===== src/hw/rtl/kdcp_pkg.sv =====
// kdcp_pkg: types, condition codes and compare helpers for the k-d tree
// child pruning unit. Has no dependencies; used by kdcp_key_eval and the top.
`default_nettype none

package kdcp_pkg;

  localparam int unsigned CoordW = 32;
  localparam int unsigned TolW   = 31;
  localparam int unsigned OpW    = 3;
  localparam int unsigned CmpW   = CoordW + 2;

  // condition codes
  localparam logic [OpW-1:0] OP_NONE      = 3'd0;
  localparam logic [OpW-1:0] OP_LEFT      = 3'd1;
  localparam logic [OpW-1:0] OP_RIGHT     = 3'd2;
  localparam logic [OpW-1:0] OP_SAME      = 3'd3;
  localparam logic [OpW-1:0] OP_BELOW     = 3'd4;
  localparam logic [OpW-1:0] OP_ABOVE     = 3'd5;
  localparam logic [OpW-1:0] OP_CONTAINED = 3'd6;
  localparam logic [OpW-1:0] OP_INVALID   = 3'd7;

  // child mask encodings
  localparam logic [1:0] MASK_NONE = 2'b00;
  localparam logic [1:0] MASK_LOW  = 2'b01;
  localparam logic [1:0] MASK_HIGH = 2'b10;
  localparam logic [1:0] MASK_BOTH = 2'b11;

  typedef struct packed {
    logic [OpW-1:0]           opcode;
    logic signed [CoordW-1:0] split_coord;
    logic                     level_odd;
    logic signed [CoordW-1:0] point_x;
    logic signed [CoordW-1:0] point_y;
    logic signed [CoordW-1:0] box_high_x;
    logic signed [CoordW-1:0] box_high_y;
    logic                     last_key;
  } in_item_t;

  typedef struct packed {
    logic       descend_low;
    logic       descend_high;
    logic [1:0] child_count;
    logic       bad_condition;
  } out_item_t;

  typedef struct packed {
    logic [1:0] keep;
    logic       invalid;
  } key_verdict_t;

  // a + tol < b, exact in CmpW bits
  function automatic logic fuzzy_lt(input logic signed [CoordW-1:0] a,
                                    input logic signed [CoordW-1:0] b,
                                    input logic [TolW-1:0] tol);
    logic signed [CmpW-1:0] lhs;
    logic signed [CmpW-1:0] rhs;
    lhs = $signed({{2{a[CoordW-1]}}, a}) + $signed({3'b000, tol});
    rhs = $signed({{2{b[CoordW-1]}}, b});
    return lhs < rhs;
  endfunction

  // a > b + tol, exact in CmpW bits
  function automatic logic fuzzy_gt(input logic signed [CoordW-1:0] a,
                                    input logic signed [CoordW-1:0] b,
                                    input logic [TolW-1:0] tol);
    logic signed [CmpW-1:0] lhs;
    logic signed [CmpW-1:0] rhs;
    lhs = $signed({{2{a[CoordW-1]}}, a});
    rhs = $signed({{2{b[CoordW-1]}}, b}) + $signed({3'b000, tol});
    return lhs > rhs;
  endfunction

endpackage

`default_nettype wire


===== src/hw/rtl/kd_tree_child_pruning_unit.sv =====
// A key is evaluated from the input register; a last key writes its result to the
// output register once that is empty or read. Throughput: one key per cycle, unless
// a last key waits on a stalled output; the mask update is one compare stage per key.
// Reset (synchronous, rst_n low): both stages empty, child mask both, error clear,
// tolerance 0.
// Depends on kdcp_pkg and kdcp_key_eval.
`default_nettype none

module kd_tree_child_pruning_unit (
  input  logic                         clk,
  input  logic                         rst_n,
  input  logic                         cfg_wr_en,
  input  logic [kdcp_pkg::TolW-1:0]    cfg_wr_data,
  input  logic                         in_valid,
  output logic                         in_stall,
  input  kdcp_pkg::in_item_t           in_item,
  output logic                         out_valid,
  input  logic                         out_stall,
  output kdcp_pkg::out_item_t          out_item
);

  logic [kdcp_pkg::TolW-1:0] tolerance_r;
  logic                      key_valid_r;
  kdcp_pkg::in_item_t        key_r;
  logic [1:0]                mask_r;
  logic [1:0]                mask_nxt;
  logic                      err_r;
  logic                      err_nxt;
  logic                      out_valid_r;
  kdcp_pkg::out_item_t       out_item_r;
  kdcp_pkg::key_verdict_t    verdict;
  logic                      out_free;
  logic                      key_fire;
  logic                      in_fire;

  kdcp_key_eval u_eval (
    .item      (key_r),
    .tolerance (tolerance_r),
    .verdict   (verdict)
  );

  assign out_free = !out_valid_r || !out_stall;
  // a key with no result never waits on the output side
  assign key_fire = key_valid_r && (!key_r.last_key || out_free);
  assign in_stall = key_valid_r && !key_fire;
  assign in_fire  = in_valid && !in_stall;

  // empty mask freezes the node
  always_comb begin
    mask_nxt = mask_r;
    err_nxt  = err_r;
    if (mask_r != kdcp_pkg::MASK_NONE) begin
      mask_nxt = mask_r & verdict.keep;
      err_nxt  = err_r | verdict.invalid;
    end
  end

  always_ff @(posedge clk) begin
    if (!rst_n) begin
      tolerance_r <= '0;
      key_valid_r <= 1'b0;
      mask_r      <= kdcp_pkg::MASK_BOTH;
      err_r       <= 1'b0;
      out_valid_r <= 1'b0;
    end else begin
      if (cfg_wr_en) tolerance_r <= cfg_wr_data;

      if (in_fire)       key_valid_r <= 1'b1;
      else if (key_fire) key_valid_r <= 1'b0;

      if (out_valid_r && !out_stall) out_valid_r <= 1'b0;

      if (key_fire) begin
        if (key_r.last_key) begin
          mask_r      <= kdcp_pkg::MASK_BOTH;
          err_r       <= 1'b0;
          out_valid_r <= 1'b1;
        end else begin
          mask_r <= mask_nxt;
          err_r  <= err_nxt;
        end
      end
    end
  end

  always_ff @(posedge clk) begin
    if (in_fire) key_r <= in_item;
    if (key_fire && key_r.last_key) begin
      out_item_r.descend_low   <= mask_nxt[0];
      out_item_r.descend_high  <= mask_nxt[1];
      out_item_r.child_count   <= {1'b0, mask_nxt[0]} + {1'b0, mask_nxt[1]};
      out_item_r.bad_condition <= err_nxt;
    end
  end

  assign out_valid = out_valid_r;
  assign out_item  = out_item_r;

endmodule

`default_nettype wire


===== src/hw/rtl/kdcp_key_eval.sv =====
// kdcp_key_eval: combinational evaluation of one search key against the
// node split, giving the mask of children to keep. Depends on kdcp_pkg.
`default_nettype none

module kdcp_key_eval (
  input  kdcp_pkg::in_item_t          item,
  input  logic [kdcp_pkg::TolW-1:0]   tolerance,
  output kdcp_pkg::key_verdict_t      verdict
);

  logic signed [kdcp_pkg::CoordW-1:0] pt;
  logic signed [kdcp_pkg::CoordW-1:0] hi;
  logic                               pt_lt;
  logic                               pt_gt;
  logic                               hi_lt;
  logic                               on_x;

  // coordinates on the split axis
  assign on_x  = item.level_odd;
  assign pt    = on_x ? item.point_x : item.point_y;
  assign hi    = on_x ? item.box_high_x : item.box_high_y;
  assign pt_lt = kdcp_pkg::fuzzy_lt(pt, item.split_coord, tolerance);
  assign pt_gt = kdcp_pkg::fuzzy_gt(pt, item.split_coord, tolerance);
  assign hi_lt = kdcp_pkg::fuzzy_lt(hi, item.split_coord, tolerance);

  always_comb begin
    verdict.keep    = kdcp_pkg::MASK_BOTH;
    verdict.invalid = 1'b0;
    case (item.opcode)
      kdcp_pkg::OP_NONE: begin
        verdict.keep = kdcp_pkg::MASK_BOTH;
      end
      kdcp_pkg::OP_LEFT: begin
        if (on_x && pt_lt) verdict.keep = kdcp_pkg::MASK_LOW;
      end
      kdcp_pkg::OP_RIGHT: begin
        if (on_x && pt_gt) verdict.keep = kdcp_pkg::MASK_HIGH;
      end
      kdcp_pkg::OP_SAME: begin
        if (pt_lt)      verdict.keep = kdcp_pkg::MASK_LOW;
        else if (pt_gt) verdict.keep = kdcp_pkg::MASK_HIGH;
      end
      kdcp_pkg::OP_BELOW: begin
        if (!on_x && pt_lt) verdict.keep = kdcp_pkg::MASK_LOW;
      end
      kdcp_pkg::OP_ABOVE: begin
        if (!on_x && pt_gt) verdict.keep = kdcp_pkg::MASK_HIGH;
      end
      kdcp_pkg::OP_CONTAINED: begin
        // box compared as given, no reordering of corners
        if (hi_lt)      verdict.keep = kdcp_pkg::MASK_LOW;
        else if (pt_gt) verdict.keep = kdcp_pkg::MASK_HIGH;
      end
      kdcp_pkg::OP_INVALID: begin
        verdict.keep    = kdcp_pkg::MASK_NONE;
        verdict.invalid = 1'b1;
      end
      default: begin
        verdict.keep = kdcp_pkg::MASK_BOTH;
      end
    endcase
  end

endmodule

`default_nettype wire


===== config.mk =====
export PLATFORM = sky130hd
export DESIGN_NAME = kd_tree_child_pruning_unit
export DESIGN_NICKNAME = d
export VERILOG_FILES = /design/src/hw/rtl/kdcp_pkg.sv /design/src/hw/rtl/kd_tree_child_pruning_unit.sv /design/src/hw/rtl/kdcp_key_eval.sv
export SDC_FILE = /design/constraint.sdc
export NUM_CORES = 1
export LEC_CHECK = 0
export BUFFER_PORTS_ARGS = -buffer_cell sky130_fd_sc_hd__buf_4
export CELL_PAD_IN_SITES_DETAIL_PLACEMENT = 1
export CELL_PAD_IN_SITES_GLOBAL_PLACEMENT = 1
export CORE_MARGIN = 10
export CORE_UTILIZATION = 45
export DETAILED_ROUTE_END_ITERATION = 6
export PLACE_DENSITY = 0.83
export SLEW_MARGIN = 20
export SYNTH_ARGS = -nofsm -noshare
export SYNTH_HDL_FRONTEND = slang
export SYNTH_SLANG_ARGS = --single-unit

===== constraint.sdc =====
create_clock -name clk -period 13.75 [get_ports clk]
set_input_delay 2.75 -clock clk [delete_from_list [all_inputs] [get_ports clk]]
set_output_delay 2.75 -clock clk [all_outputs]
set_load 0.01 [all_outputs]

# == Word-level counts from Yosys, hierarchy flattened ==
# Index checks and enable logic that the tools add are counted.
# classes
addsub,4
magnitude_cmp,3
n_eq_ne,7
n_mux,20
bitwise,2
reduce_logical,20
# op_table
operator,count
$add 32x32->33,3
$lt 33x32->1,2
$mux 32,2
$gt 32x33->1,1
$pmux 2 s8,1
$eq 3x3->1 const B,4
$mux 2,6
$mux 1,11
$logic_and 1x1->1,9
$eq 3x2->1 const B,2
$logic_not 1->1,6
$reduce_bool 2->1,2
$eq 3x1->1 const B,1
$logic_not 3->1,1
$add 1x1->2,1
$and 2x2->2,1
$logic_or 1x1->1,2
$or 1x1->1,1
# word_totals
regBits,206
in_bits,201
out_inout_bits,7
wordCells,73

# == Depth between registers and ports, before layout ==
# depth
ltp_word,9
ltp_mapped,27
ltp_nobuf,25

# == By module ==
# From an unflattened synthesis, not the netlist that was laid out.
# hier_totals
hier_cells,1284
area_unflattened_um2,14154.8
# by_module_without_submodules
module,instances,cells_each,area_each_um2,seq_area_each_um2
kdcp_key_eval,1,985,7601.0,0.0
kd_tree_child_pruning_unit,1,299,6553.8,5825.6

# == Worst setup path before layout ==
# No wires, ideal clock.
# synth_timing
kind,input port to flip-flop
startpoint,input out_stall
endpoint,register key_r[0] (netlist name) (enable)
setup_time_ns,0.711
arrival_ns,10.234
t_required_ns,13.039
setup_slack_ns,2.805
path_stages,3
n_path_buf,0
path_cell_list,nand3_1 -> nor2_1 -> nor2b_1
# synth_between
elab_chain_cells,8
# synth_rtl
element,line,text
from (decl),kd_tree_child_pruning_unit.sv:18,"input logic out_stall,"
$logic_not 1->1,kd_tree_child_pruning_unit.sv:42,assign out_free = !out_valid_r || !out_stall;
$logic_or 1x1->1,kd_tree_child_pruning_unit.sv:42,
$logic_or 1x1->1,kd_tree_child_pruning_unit.sv:44,assign key_fire = key_valid_r && (!key_r.last_key || out_free);
$logic_and 1x1->1,kd_tree_child_pruning_unit.sv:44,
$logic_not 1->1,kd_tree_child_pruning_unit.sv:45,assign in_stall = key_valid_r && !key_fire;
$logic_and 1x1->1,kd_tree_child_pruning_unit.sv:45,
via in_stall,kd_tree_child_pruning_unit.sv:15,"output logic in_stall,"
$logic_not 1->1,kd_tree_child_pruning_unit.sv:46,assign in_fire = in_valid && !in_stall;
$logic_and 1x1->1,kd_tree_child_pruning_unit.sv:46,
via in_fire,kd_tree_child_pruning_unit.sv:34,logic in_fire;
to (signal assigned),kd_tree_child_pruning_unit.sv:87,if (in_fire) key_r <= in_item;
to (decl),kd_tree_child_pruning_unit.sv:24,kdcp_pkg::in_item_t key_r;
# The timed path passes the listed nets, and every way through them passes these cells.
# A chain may end at the register's enable or synchronous reset.

# == Worst setup path after layout ==
# layout_timing
startpoint,register key_r[129] (netlist name)
endpoint,register out_item_r (netlist bit out_item[1]) (data pin)
# layout_between
elab_chain_cells,9
word_cells_on_any_way,23
classes_between,add/sub (3); order compare (3); mux (11); bitwise (1); reduce/logical (5)
# layout_rtl
element,line,text
$mux 32,kdcp_key_eval.sv:20,assign pt = on_x ? item.point_x : item.point_y;
$add 32x32->33,kdcp_pkg.sv:57,"lhs = $signed({{2{a[CoordW-1]}}, a}) + $signed({3'b000, tol});"
$lt 33x32->1,kdcp_pkg.sv:59,return lhs < rhs;
$logic_and 1x1->1 (on tied branches),"kdcp_key_eval.sv:44, kdcp_key_eval.sv:34",
$mux 2 (on tied branches),"kdcp_key_eval.sv:44, kdcp_key_eval.sv:34",
$pmux 2 s8 (*),kdcp_key_eval.sv:29,case (item.opcode)
$and 2x2->2 (*),kd_tree_child_pruning_unit.sv:53,mask_nxt = mask_r & verdict.keep;
$mux 2 (*),kd_tree_child_pruning_unit.sv:52,if (mask_r != kdcp_pkg::MASK_NONE) begin
via mask_nxt[1],kd_tree_child_pruning_unit.sv:26,logic [1:0] mask_nxt;
$add 1x1->2 (*),kd_tree_child_pruning_unit.sv:91,"out_item_r.child_count <= {1'b0, mask_nxt[0]} + {1'b0, mask_nxt[1]};"
to (decl),kd_tree_child_pruning_unit.sv:30,kdcp_pkg::out_item_t out_item_r;
# Mark *: on every way through the listed nets, which the timed path passes. The rest lies on a longest branch.

==> flow_summary.ini <==
[place]
place_congestion = 0.883
hpwl_um = 33300
port_buffers = 207
pre_cts_ws_ns = 7.16
postPlaceCellArea_um2 = 16000

[logic_synthesis]
synth-simple-area-share = 0.101
synth_top_family_by_area = adder cells
async_flop_share = 0
yosysTopAreaCellShare = 0.365
ys_types = 64
ys.flop_type = edfxtp_1
yosys-top-cells-area = edfxtp_1, ha_1, dfxtp_1
syn_area_um2 = 14000
synth_edf_count = 170
synth_fp_nets = 1661
yosys.area.top_type = edfxtp_1
muxShareOfSynthArea = 0.0740
synthXorXnorAreaFrac = 0.0508
avgSynthCellArea_um2 = 11.0
yosys_warnings = 0
synthAdderAreaFrac = 0.175
ys_seq_area_frac = 0.417
synth-seq-cells = 206
synth-compound-area-share = 0.161
syn_inst = 1266

[detailed_routing]
num_vias = 10900
drt-vias-per-instance = 5.75
ant_nets = 0
dr.pass1.iters = 4
drt_iter0_markers = 546
drc = 0
routed_wl_um = 41600
wl_per_cell_um = 21.9

[layout]
area_growth_pct = 20.0
design_area_um2 = 16800
finalNetCount = 1881
drive_above_1_share = 0.218
n_antenna_cell = 0

[floorplan]
die_w_um = 196
num_io_pins = 208
die_area_um2 = 38500
rows = 64
design.core.area_um2 = 30600
start_util = 0.457
die_y_um = 196

[clock_network]
cts_tree = built
cts_setup_buffers = 0
clockBufferDepth = 3
postCtsResizedCells = 0
clock-sinks = 206
cts-buffers-inserted = 23
clock_latency_ns = 0.53
path_clk_slew_ns = 0.06
ctsHoldBuffers = 0
cts_root_buf = clkbuf_16
htreeDepth = 1

[worst_setup_path]
worstSetupPathType = reg -> reg
critPathLaunchType = register
max_stage_delay_ns = 0.55
slowest_stage = a31oi_1
path_buf_inv = 2
end_kind = register
cp_data_arrival_time_ns = 6.99
cp_top_family = compound AO/OA/AOI/OAI gates
worst_ep_required_time_ns = 14.03
cp_max_fo = 29
crit_chain = buf_4 -> mux2_2 -> ha_1 -> inv_1 -> fa_1 -> nor2b_1 -> o2111ai_1 -> a31oi_1 -> a31oi_1 -> o21ai_0 -> o21ai_0 -> nor2_1 -> a31o_2 -> a41oi_1 -> ha_1 -> nand4_1 -> nor2_1 -> o2111ai_1 -> o221ai_1 -> nor2_1 -> o211ai_1 -> and3_1 -> ha_1

[sta]
fin_ws_ns = 7.04
min_period_over_period = 0.488
setup_violations = 0
tightest_slew_ns = 1.13
rsz0062_at_grt = no
finClkSkew_ns = 0.0276
fmax_ghz = 0.149
tns_ns = 0
hold_viol_final = 0
slew_violations = 0
relSlewSlack = 0.227
period_minus_slack_ns = 6.71
hold_ws_ns = 0.534

[global_routing]
grt_max_degree = 75
grt_pass1_vias = 11500
antenna_found_initial = 1
grt_pass1_wl_um = 64500
track_usage = 0.209
grt-ovfl-total = 0

[power_and_ir_drop]
peakVddDrop_mv = 0.112
power_leakage_nw = 7.53
p_per_area_nw_per_um2 = 111
power.total_mw = 1.87

[job]
maxCapViolations = 0

[hold_path]
min_path_type = reg -> reg

[outcome]
status = completed
## synthesized netlist by cell type (7+ instances only)
library cell	count
nand3_1	27
dfxtp_1	36
a21oi_1	101
nand4_1	16
o21bai_1	15
xor2_1	31
mux2_2	59
o211ai_1	7
o21ai_0	54
nand2b_1	14
o31ai_1	7
o21a_1	14
nor2_1	60
a31oi_1	7
edfxtp_1	170
and2_1	7
o2111ai_1	9
a21o_1	59
nor2b_1	42
ha_1	191
xnor2_1	50
inv_1	63
nand2_1	53
nor3_1	19
a211oi_1	13
and3_1	14
mux2i_1	37
clkbuf_1	16
## stage by stage
stage                     instances   util
after floorplan                1266      -
final                          1899  0.548
after CTS                      1899  0.548
after detailed placement       1857  0.523
after global routing           1899  0.548
after global placement         1857  0.523
## flip-flops by register name (all words and copies together) (netlist names)
signal,flops
mask_r,2
out_valid,1
out_item,5
key_valid_r,1
err_r,1
tolerance_r,31
key_r,165
## power by group
| part | internal [mW] | switching (mW) |
|---|---|---|
| logic | 0.232 | 0.279 |
| registers | 0.715 | 0.0213 |
| clock network | 0.368 | 0.251 |
| total | 1.32 | 0.551 |
## final timing paths
kind / slack (ns) / start / cells past startpoint / endpoint
max: 7.04 / key_r[129] / 23 / out_item[1]
min: 0.53 / err_r / 2 / err_r
max reg2reg: 7.04 / key_r[129] / 23 / out_item[1]
min reg2reg: 0.53 / err_r / 2 / err_r
## worst register-to-register path: cells and delay by family, from the launching register on
kind	cells	cell delay (ns)
adders and majority gates	4	1.15
muxes	1	0.25
DFF	1	0.32
AOI/OAI and AO/OA	10	3.14
buffers and inverters	2	0.45
and+or+nand+nor	6	1.16
## area by class of cell
class	count	area, um^2
fill	3299	13800
multi-input combinational	980	7860
sequential	206	5830
timing repair buffer	212	1590
clock buffer	26	597
tap	396	495
inverter	63	236
clock inverter	16	161
## logic make-up (layout without fill, tap and decap cells)
family                     Yosys count  in the layout
AOI/OAI and AO/OA                  335            335
xor gates and xnor gates            81             81
adders and majority gates          194            194
buffers and inverters               80            317
DFF                                206            206
muxes                               96             96
and+or+nand+nor                    274            274
## per-layer routing
layer  GRT usage  routed length, um  vias up
met2       0.350              19600      244
met1       0.276              19000     5364
met3      0.0363               2230       47
li1            -                  -     5255
met4      0.0438                786        2
met5           0                 13        -
## placed cells by master, fill, tap and decap left out, types with 53 or more instances in the layout
master / Yosys / final
a21o_1: 59 / 59
inv_1: 63 / 63
ha_1: 191 / 191
o21ai_0: 54 / 54
buf_4: 0 / 212
edfxtp_1: 170 / 170
nor2_1: 60 / 60
nand2_1: 53 / 53
a21oi_1: 101 / 101
mux2_2: 59 / 59
Power figures use the tool's default switching activity.
